File: src/design/ple_pkg.sv
package ple_pkg;

	localparam int CAPACITY   = 64;
	localparam int DATA_WIDTH = 32;

	// Width of a cell index and of the entry count (which must hold CAPACITY itself).
	localparam int IDX_W = $clog2(CAPACITY);
	localparam int CNT_W = $clog2(CAPACITY + 1);

	// Fixed field widths of the request and response transactions.
	localparam int OP_W   = 3;
	localparam int POS_W  = 7;
	localparam int WORD_W = 32;
	localparam int STAT_W = 2;
	localparam int LEN_W  = 7;

	// Common width for comparing a position against the count.
	localparam int CMP_W = (CNT_W > POS_W) ? CNT_W : POS_W;

	typedef enum logic [OP_W-1:0] {
		OP_INSERT  = 3'd0,
		OP_REMOVE  = 3'd1,
		OP_READ    = 3'd2,
		OP_REPLACE = 3'd3,
		OP_CLEAR   = 3'd4
	} op_t;

	typedef enum logic [STAT_W-1:0] {
		ST_OK    = 2'd0,
		ST_RANGE = 2'd1,
		ST_FULL  = 2'd2
	} status_t;

	typedef struct packed {
		logic [OP_W-1:0]   req_type;
		logic [POS_W-1:0]  position;
		logic [WORD_W-1:0] value;
	} req_t;

	typedef struct packed {
		logic [WORD_W-1:0] read_data;
		logic [STAT_W-1:0] status;
		logic [LEN_W-1:0]  list_length;
	} rsp_t;

	typedef enum logic [1:0] {
		CELL_HOLD,
		CELL_INSERT,
		CELL_REMOVE,
		CELL_WRITE
	} cell_op_t;

	// Command from the controller to the cell row; idx also selects the read word.
	typedef struct packed {
		cell_op_t              op;
		logic [IDX_W-1:0]      idx;
		logic [DATA_WIDTH-1:0] data;
	} cell_cmd_t;

endpackage

File: src/design/ple_ctrl.sv
module ple_ctrl (
	input  logic                           clk,
	input  logic                           arst_n,
	input  logic                           advance,
	input  ple_pkg::req_t                  req,
	input  logic [ple_pkg::DATA_WIDTH-1:0] rd_word,
	output ple_pkg::cell_cmd_t             cmd,
	output ple_pkg::rsp_t                  rsp
);
	import ple_pkg::*;

	logic [CNT_W-1:0] count_q;
	logic [CNT_W-1:0] count_next;
	logic [CMP_W-1:0] pos_ext;
	logic [CMP_W-1:0] cnt_ext;
	logic             full;
	logic             rd_ok;
	status_t          status;
	cell_op_t         cell_op;

	assign pos_ext = CMP_W'(req.position);
	assign cnt_ext = CMP_W'(count_q);
	assign full    = (count_q == CNT_W'(CAPACITY));

	always_comb begin
		count_next = count_q;
		status     = ST_OK;
		cell_op    = CELL_HOLD;
		rd_ok      = 1'b0;
		case (req.req_type)
			OP_INSERT: begin
				if (pos_ext > cnt_ext) begin
					status = ST_RANGE;
				end else if (full) begin
					status = ST_FULL;
				end else begin
					cell_op    = CELL_INSERT;
					count_next = count_q + CNT_W'(1);
				end
			end
			OP_REMOVE: begin
				// Removing from an empty list is a no-op that still succeeds.
				if (count_q == '0) begin
					status = ST_OK;
				end else if (pos_ext >= cnt_ext) begin
					status = ST_RANGE;
				end else begin
					cell_op    = CELL_REMOVE;
					count_next = count_q - CNT_W'(1);
				end
			end
			OP_READ: begin
				if (pos_ext >= cnt_ext) begin
					status = ST_RANGE;
				end else begin
					rd_ok = 1'b1;
				end
			end
			OP_REPLACE: begin
				if (pos_ext >= cnt_ext) begin
					status = ST_RANGE;
				end else begin
					cell_op = CELL_WRITE;
				end
			end
			OP_CLEAR: begin
				count_next = '0;
			end
			default: begin
				status = ST_RANGE;
			end
		endcase
	end

	assign cmd.op   = advance ? cell_op : CELL_HOLD;
	assign cmd.idx  = IDX_W'(req.position);
	assign cmd.data = DATA_WIDTH'(req.value);

	assign rsp.read_data   = rd_ok ? WORD_W'(rd_word) : '0;
	assign rsp.status      = status;
	assign rsp.list_length = LEN_W'(count_next);

	always_ff @(posedge clk or negedge arst_n) begin
		if (!arst_n) begin
			count_q <= '0;
		end else if (advance) begin
			count_q <= count_next;
		end
	end

	a_count_bound: assert property (@(posedge clk) disable iff (!arst_n)
		count_q <= CNT_W'(CAPACITY))
		else $error("entry count above capacity");

	a_count_hold: assert property (@(posedge clk) disable iff (!arst_n)
		!advance |=> $stable(count_q))
		else $error("entry count moved without an operation");

	a_insert_grows: assert property (@(posedge clk) disable iff (!arst_n)
		advance && cell_op == CELL_INSERT |=> count_q == $past(count_q) + CNT_W'(1))
		else $error("insert did not grow the list by one");

	a_cmd_idle: assert property (@(posedge clk) disable iff (!arst_n)
		!advance |-> cmd.op == CELL_HOLD)
		else $error("cells commanded without an operation");

endmodule

File: config.mk
export PLATFORM = sky130hd
export DESIGN_NAME = ple_ctrl
export DESIGN_NICKNAME = d
export VERILOG_FILES = /design/src/design/ple_pkg.sv /design/src/design/ple_ctrl.sv
export SDC_FILE = /design/constraint.sdc
export NUM_CORES = 1
export LEC_CHECK = 0
export ABC_AREA = 0
export BUFFER_PORTS_ARGS = -buffer_cell sky130_fd_sc_hd__buf_4
export CAP_MARGIN = 20
export CORE_UTILIZATION = 37
export CTS_BUF_LIST = sky130_fd_sc_hd__clkbuf_4 sky130_fd_sc_hd__clkbuf_8 sky130_fd_sc_hd__clkbuf_16
export CTS_CLUSTER_DIAMETER = 150
export DETAILED_ROUTE_END_ITERATION = 7
export PLACE_DENSITY_LB_ADDON = 0.08
export SLEW_MARGIN = 20
export SYNTH_ARGS = -nofsm -noshare
export SYNTH_HDL_FRONTEND = slang
export SYNTH_SLANG_ARGS = --single-unit
export TNS_END_PERCENT = 10
File: constraint.sdc
create_clock -name clk -period 3.12 [get_ports clk]
set_input_delay 0.468 -clock clk [delete_from_list [all_inputs] [get_ports clk]]
set_output_delay 0.468 -clock clk [all_outputs]
set_load 0.02 [all_outputs]
==> flow_summary.toml, run 1 <==
[setup_path]
arrival_ns = 2.55
cp-end-kind = "output port"
crit_type = "flop to output port"
startpoint_type = "flop"
required_ns = 2.65
cp_max_fo = 5

[cts]
cts.sinks = 7
cts_buffers = 3
cts_max_level = 1
clock_latency_ns = 0.23
cts_root_buf = "clkbuf_8"
cts_tree = "done"
path_clk_slew_ns = 0.04
clk_path_buf_depth = 2

[sta]
setup_violations = 0
setup_tns_ns = 0
hold_slack_ns = 0.0430
fmax_mhz = 332
setup_ws_ns = 0.104
fin_skew_ns = 0.00153
period_minus_slack_ns = 3.02
rsz0062_at_grt = "yes"
min_period_over_period_pct = 96.7
tightest_slew_ns = 0.493
finalHoldViolCount = 0
slew_headroom_pct = 67.0
report.final.slew_viol_count = 0

[route]
ant_nets = 0
routed_wl_um = 4900
vias_per_cell = 5.38
num_vias = 1753
drt_iter0_drc = 67
routedWlPerCell_um = 15.0
drc = 0
drtPass1Iterations = 4

[power]
peakVddDrop_mv = 0.289
p_per_area_nw_per_um2 = 332
leakage_nw = 1.06

[global_routing]
grt_pass1_vias = 1458
grt_max_degree = 33
grt_pass1_wl_um = 6900
globalRouteTotalUtil_pct = 20.1
antenna_found_initial = 0
grt.overflow.total = 0

[synth]
yosys-top-cells-count = "buf_4 (40), and2_1 (34), nand2_1 (14)"
yosys_warnings = 0
netlist.area_leader.share_pct = 19.2
ys_ff_latch = 7
synth_enable_flop_cells = 0
synth_area_leaders = "buf_4 (19%), and2_1 (14%), dfrtp_1 (11%)"
yosysMostFrequentCell = "buf_4"
synth_cell_types = 54
synthFlopType = "dfrtp_1"
synth_area_leader_cell = "buf_4"
syn_area_um2 = 1570
seq_area_frac_synth_pct = 11.2
syn_nets = 299
synthArstFlopShare_pct = 100
avgSynthCellArea_um2 = 7.36
syn_inst = 213

[cells_and_area]
nets = 363
layout-drive-gt1-share_pct = 47.5
fin_util_pct = 54.7
multiInputGateArea_um2 = 1060
fillers = 406
area_growth_pct = 40.5
diodes = 0
register_area_um2 = 176
fin_area_um2 = 2200
largest_register_ffs = 7

[placement]
place_hpwl_um = 3970
placed_area_um2 = 2060
numPortBuffers = 93
place_congestion = 0.851
dp_slack_ns = 0.258

[floorplan]
core_um2 = 4030
die_h_um = 67.1
rows = 23
dieArea_um2 = 4500
die_x_um = 67.1
start_util_pct = 38.9
io-pin-count = 158

[outcome]
status = "completed"

[min_path]
hp-class = "input pin to asynchronous set/reset pin"

[run]
drv_cap = 0
==> cell families (layout without fill, tap and decap cells) <==
group,Yosys count,in the layout,share of synthesized area (%)
mux,2,2,1.36
fa+ha+maj,9,9,7.18
xor+xnor,1,1,0.559
buf+inv,58,121,24.0
flops,7,7,11.2
compound gates,48,48,22.3
simple gates,88,88,33.4
==> final cells by class <==
type                       count  area share (%)
clock buffer                   4            2.21
timing repair buffer         106            37.0
multi-input combinational    148            48.0
inverter                      11            1.87
sequential                     7            8.01
tap                           50            2.84
==> power by group <==
part / switching, W / internal (W) / leakage, nW
sequential: 0.00000835 / 0.000105 / 0.0918
combinational: 0.000264 / 0.000219 / 0.939
clock: 0.0000385 / 0.0000970 / 0.0262
==> placed cells by master, fill, tap and decap left out, types with 2 or more instances in the layout <==
cell type	synthesis	final
dfrtp_1	7	6
ha_1	9	7
a211oi_1	2	2
nand2_1	14	14
nand3_2	2	2
o21ai_1	3	3
a22oi_1	2	2
a21oi_2	1	3
nor2_1	12	11
nor4_1	2	2
a21oi_1	10	8
and2_4	1	2
and4_1	2	2
and2_1	34	33
o21ai_0	12	12
o22ai_1	2	2
clkbuf_8	0	3
nand2b_1	2	2
nor3_1	3	3
nand3_1	6	6
buf_4	40	103
inv_1	11	11
==> path summary, 6_finish.rpt <==
| path | start | to | slack, ns | depth (start not counted) |
|---|---|---|---|---|
| max | cnt_ext[1]$_DFFE_PN0P_ | rsp[2] | 0.10 | 9 |
| min | arst_n | cnt_ext[6]$_DFFE_PN0P_ | 0.04 | 1 |
| max reg2reg | cnt_ext[4]$_DFFE_PN0P_ | cnt_ext[6]$_DFFE_PN0P_ | 0.78 | 8 |
| min reg2reg | cnt_ext[6]$_DFFE_PN0P_ | cnt_ext[6]$_DFFE_PN0P_ | 0.54 | 2 |
| max in group asynchronous | arst_n | cnt_ext[4]$_DFFE_PN0P_ | 2.94 | 1 |
| min in group clk | advance | cnt_ext[0]$_DFFE_PN0P_ | 0.51 | 2 |
==> per-layer routing <==
layer | track usage [%] | up-vias | wire [µm]
li1 | - | 828 | -
met5 | 0 | - | 0
met1 | 26.2 | 816 | 2050
met3 | 4.28 | 18 | 465
met4 | 8.78 | 0 | 91
met2 | 31.1 | 91 | 2290
==> worst max-delay path: stages (launching register included) <==
cell and delay [ns]:
dfrtp_1 0.36, inv_1 0.16, ha_2 0.24, nor4b_4 0.44
nand3_2 0.20, and3_4 0.25, a31o_1 0.21, a21oi_1 0.20
a21oi_1 0.07, buf_4 0.18
==> through the flow <==
step	std cells	total power (W)
2_1_floorplan	213	0.000453
6_report	326	0.000732
4_1_cts	320	0.000700
5_1_grt	326	0.000795
3_3_place_gp	316	0.000558
3_5_place_dp	316	0.000559
==> timing repair <==
item	CTS	global route
setup buffers	0	5
setup endpoints to repair	0	39
hold buffers	0	0
resized for setup	0	11
Note: power is estimated with default switching activity, not from simulation.
==> run 2, diff against run 1 <==
SETUP_SLACK_MARGIN = 0.3   (was not set)
==> run 2 against run 1 <==
Effect of this change:
- final area up 19%
- sequential cell count unchanged
- via count up 4.2%
- critical endpoint is now rsp[30]
- first-iteration DRC count up 15%
- worst setup slack better by 0.15 ns
- highest routed layer unchanged
- clock skew up 0.0018 ns
- sequential power up 5%
==> flow_summary.toml, run 2 (synthesis gave the netlist of run 1 again) <==
[outcome]
status = "completed"

[global_routing]
grt_pass1_wl_um = 7730
globalRouteTotalUtil_pct = 22.6
grt_pass1_vias = 1622
grt_max_degree = 17
antenna_found_initial = 0
grt.overflow.total = 0

[placement]
place_congestion = 0.902
place_hpwl_um = 3900
numPortBuffers = 93

[route]
drc = 0
ant_nets = 0
vias_per_cell = 5.28
drtPass1Iterations = 4
drt_iter0_drc = 77
routedWlPerCell_um = 15.4
num_vias = 1827
routed_wl_um = 5330

[cells_and_area]
fillers = 355
final_common_cell = "buf_4"
largest_register_ffs = 7
layout-drive-gt1-share_pct = 62.5
diodes = 0
area_growth_pct = 67.7
final_cell_mix = "buf_4 (101), and2_1 (19), buf_6 (19), and2_4 (16), nand2_1 (14)"
nets = 383

[sta]
setup_tns_ns = 0
report.final.slew_viol_count = 0
finalHoldViolCount = 0
tightest_slew_ns = 0.493
slew_headroom_pct = 67.1
fin_skew_ns = 0.00337
min_period_over_period_pct = 91.9
setup_violations = 0
hold_slack_ns = 0.0401
period_minus_slack_ns = 2.87
fmax_mhz = 349
rsz0062_at_grt = "yes"

[min_path]
hp-class = "input pin to asynchronous set/reset pin"

[power]
p_per_area_nw_per_um2 = 332
leakage_nw = 1.22
power_w = 0.000872
peakVddDrop_mv = 0.413

[cts]
cts_root_buf = "clkbuf_8"
path_clk_slew_ns = 0.04
cts.sinks = 7
clk_path_buf_depth = 2
clock_latency_ns = 0.23
cts_max_level = 1
cts_tree = "done"
hold_buffers = 0
cts_buffers = 3

[setup_path]
cp-end-kind = "output port"
cpMostUsedCell = "buf_4"
crit_chain = "ha_4 -> nand2b_4 -> a211o_1 -> a21oi_2 -> buf_4 -> and4b_2 -> buf_12 -> buf_16 -> and2_1 -> buf_4"
required_ns = 2.65
crit_type = "flop to output port"
max_stage_delay_ns = 0.44
cp_max_fo = 16
arrival_ns = 2.40
startpoint_type = "flop"
critPathSlowestCell = "dfrtp_2"

[floorplan]
start_util_pct = 38.9
dieArea_um2 = 4500
rows = 23
die_x_um = 67.1
die_h_um = 67.1
io-pin-count = 158
core_um2 = 4030

[run]
drv_cap = 0
==> run 2: repair_timing <==
item | 4_1_cts | 5_1_grt
pin swaps | 10 | 7
setup endpoints to repair | 40 | 42
buffers inserted | 13 | 7
resized for setup | 26 | 43
cloned | 3 | 0
==> run 2: metal layers <==
layer	global-route usage (%)	routed length [µm]	share of wire (%)	vias to the layer above
met2	36.0	2670	50	111
li1	-	-	-	880
met4	6.38	57	1.1	0
met3	5.99	487	9.1	11
met5	0	0	0	-
met1	29.4	2110	40	825
==> run 2: final cells by class <==
class / instances / area (µm²) / share of cell area (%)
Clock buffer: 4 / 48.8 / 1.86
Inverter: 11 / 41.3 / 1.57
Timing Repair Buffer: 126 / 1090 / 41.6
Tap cell: 50 / 62.6 / 2.38
Multi-Input combinational cell: 148 / 1210 / 45.9
Sequential cell: 7 / 176 / 6.71
==> run 2: worst paths after layout <==
check	slack [ns]	start	depth (start not counted)	end
min reg2reg	0.66	cnt_ext[6]$_DFFE_PN0P_	3	cnt_ext[6]$_DFFE_PN0P_
max in group asynchronous	2.95	arst_n	1	cnt_ext[0]$_DFFE_PN0P_
max	0.25	cnt_ext[0]$_DFFE_PN0P_	10	rsp[30]
min in group clk	0.52	advance	2	cnt_ext[0]$_DFFE_PN0P_
max reg2reg	0.88	cnt_ext[6]$_DFFE_PN0P_	11	cnt_ext[6]$_DFFE_PN0P_
min	0.04	arst_n	1	cnt_ext[4]$_DFFE_PN0P_
==> run 2: report_power, final <==
group | internal, W | leakage [nW] | switching [W]
Clock | 0.0000972 | 0.0262 | 0.0000411
Sequential | 0.000105 | 0.0926 | 0.0000138
Combinational | 0.000311 | 1.10 | 0.000303
Total | 0.000514 | 1.22 | 0.000358
==> run 2: per-stage QoR <==
step	util (%)	cell area, µm²	setup slack [ns]	std cells
finish	65.2	2630	0.253	346
global route	65.2	2630	0.121	346
CTS	59.5	2400	0.253	339
floorplan	-	1570	0.387	213
detailed placement	51.8	2090	0.267	319
global placement	51.8	2090	0.275	319
==> run 2: critical path, delay by kind of cell, from the launching register on <==
kind	cells	cell delay [ns]
fa+ha+maj	1	0.22
buf+inv	4	0.54
compound gates	2	0.41
simple gates	3	0.55
flops	1	0.44
==> run 3, diff against run 2 <==
MAX_ROUTING_LAYER = met4   (was not set)
==> run 3 against run 2 <==
Effect of this change:
- non-clock buffer count is the same
- clock skew fell by 0.0017 ns
- core utilization stayed put
- sequential power about the same
- total power is 0.11% lower
- routed wire length fell by 0.38%
- critical path depth did not move
- die area did not move
- sequential cell count unchanged
- final area is the same
- sequential share of layout area did not move
- largest cell class unchanged
- highest routed layer unchanged
==> flow_summary.toml, run 3 (synthesis gave the netlist of run 1 again) <==
[setup_path]
critPathSlowestCell = "dfrtp_2"
cp-end-kind = "output port"
cpMostUsedCell = "buf_4"
crit_type = "flop to output port"
cp_max_fo = 16
crit_chain = "ha_4 -> nand2b_4 -> a211o_1 -> a21oi_2 -> buf_4 -> and4b_2 -> buf_12 -> buf_16 -> and2_1 -> buf_4"
startpoint_type = "flop"
max_stage_delay_ns = 0.44
rrSetupSlack_ns = 0.88
required_ns = 2.65
arrival_ns = 2.40

[global_routing]
globalRouteTotalUtil_pct = 23.2
grt_pass1_vias = 1623
grt_pass1_wl_um = 7730
grt.overflow.total = 0
antenna_found_initial = 0
grt_max_degree = 17

[sta]
setup_violations = 0
fmax_mhz = 349
setup_tns_ns = 0
min_period_over_period_pct = 91.9
rsz0062_at_grt = "yes"
fin_skew_ns = 0.00168
period_minus_slack_ns = 2.87
slew_headroom_pct = 66.5
hold_slack_ns = 0.0434
finalHoldViolCount = 0
tightest_slew_ns = 0.503
report.final.slew_viol_count = 0

[cells_and_area]
fin_area_um2 = 2630
final_common_cell = "buf_4"
area_growth_pct = 67.7
fillers = 355
final_cell_mix = "buf_4 (101), and2_1 (19), buf_6 (19), and2_4 (16), nand2_1 (14)"
fin_util_pct = 65.2
largest_register_ffs = 7
nets = 383
layout-drive-gt1-share_pct = 62.5
diodes = 0

[cts]
cts_root_buf = "clkbuf_8"
hold_buffers = 0
cts_max_level = 1
path_clk_slew_ns = 0.04
cts_tree = "done"
clock_latency_ns = 0.23
clk_path_buf_depth = 2
cts.sinks = 7
cts_buffers = 3

[placement]
numPortBuffers = 93
place_hpwl_um = 3900
placed_area_um2 = 2090
place_congestion = 0.917

[floorplan]
dieArea_um2 = 4500
rows = 23
die_h_um = 67.1
io-pin-count = 158
start_util_pct = 38.9
die_x_um = 67.1
core_um2 = 4030

[route]
ant_nets = 0
routedWlPerCell_um = 15.4
drtPass1Iterations = 4
routed_wl_um = 5310
drt_iter0_drc = 74
num_vias = 1818
vias_per_cell = 5.25
drc = 0

[power]
peakVddDrop_mv = 0.411
p_per_area_nw_per_um2 = 331
leakage_nw = 1.22
power_w = 0.000871

[outcome]
status = "completed"

[min_path]
hp-class = "input pin to asynchronous set/reset pin"

[run]
drv_cap = 0
run 3: cell counts in the layout (fill, tap and decap cells not counted):
Identical to the previous run, type by type.
run 3: final timing paths:
path | start | cells past startpoint | end
worst min-delay path | arst_n | 1 | cnt_ext[4]$_DFFE_PN0P_
worst max-delay path | cnt_ext[0]$_DFFE_PN0P_ | 10 | rsp[30]
min in group clk | advance | 2 | cnt_ext[0]$_DFFE_PN0P_
worst min register to register | cnt_ext[6]$_DFFE_PN0P_ | 3 | cnt_ext[6]$_DFFE_PN0P_
worst max register to register | cnt_ext[6]$_DFFE_PN0P_ | 11 | cnt_ext[6]$_DFFE_PN0P_
max in group asynchronous | arst_n | 1 | cnt_ext[0]$_DFFE_PN0P_
run 3: critical path: cells and delay by family (launching register included):
family | cells | cell delay, ns
buffers and inverters | 4 | 0.54
adders and majority gates | 1 | 0.23
and+or+nand+nor | 3 | 0.55
AOI/OAI and AO/OA | 2 | 0.41
DFF | 1 | 0.44
run 3: layout make-up:
cell class | count | area (µm²) | share of cell area, %
repair buffers | 126 | 1090 | 41.6
clock buffers | 4 | 48.8 | 1.86
multi-input cells | 148 | 1210 | 45.9
well taps | 50 | 62.6 | 2.38
flip-flops and latches | 7 | 176 | 6.71
inverters | 11 | 41.3 | 1.57
run 3: power by group:
group          internal, W  total [W]  switching [W]  leakage (nW)
Combinational     0.000312   0.000615       0.000303          1.10
Sequential        0.000105   0.000119      0.0000138        0.0926
Clock            0.0000971   0.000137      0.0000398        0.0262
run 3: per-layer routing:
metal | global-route usage, % | wire length (µm) | part of all wire, % | vias up
li1 | - | - | - | 878
met1 | 29.4 | 2110 | 40 | 823
met2 | 36.0 | 2660 | 50 | 107
met3 | 5.99 | 498 | 9.4 | 10
met4 | 6.38 | 49 | 0.92 | 0
met5 | - | 0 | 0 | -
run 3: through the flow:
step | setup WS, ns | std cells
3_5_place_dp | 0.267 | 319
4_1_cts | 0.253 | 339
3_3_place_gp | 0.275 | 319
2_1_floorplan | 0.387 | 213
6_report | 0.253 | 346
5_1_grt | 0.121 | 346
run 3: timing repair:
action	CTS	global route
setup endpoints to repair	40	42
buffers inserted	13	7
gates resized for setup	26	43
gates cloned	3	0
pin swaps	10	7
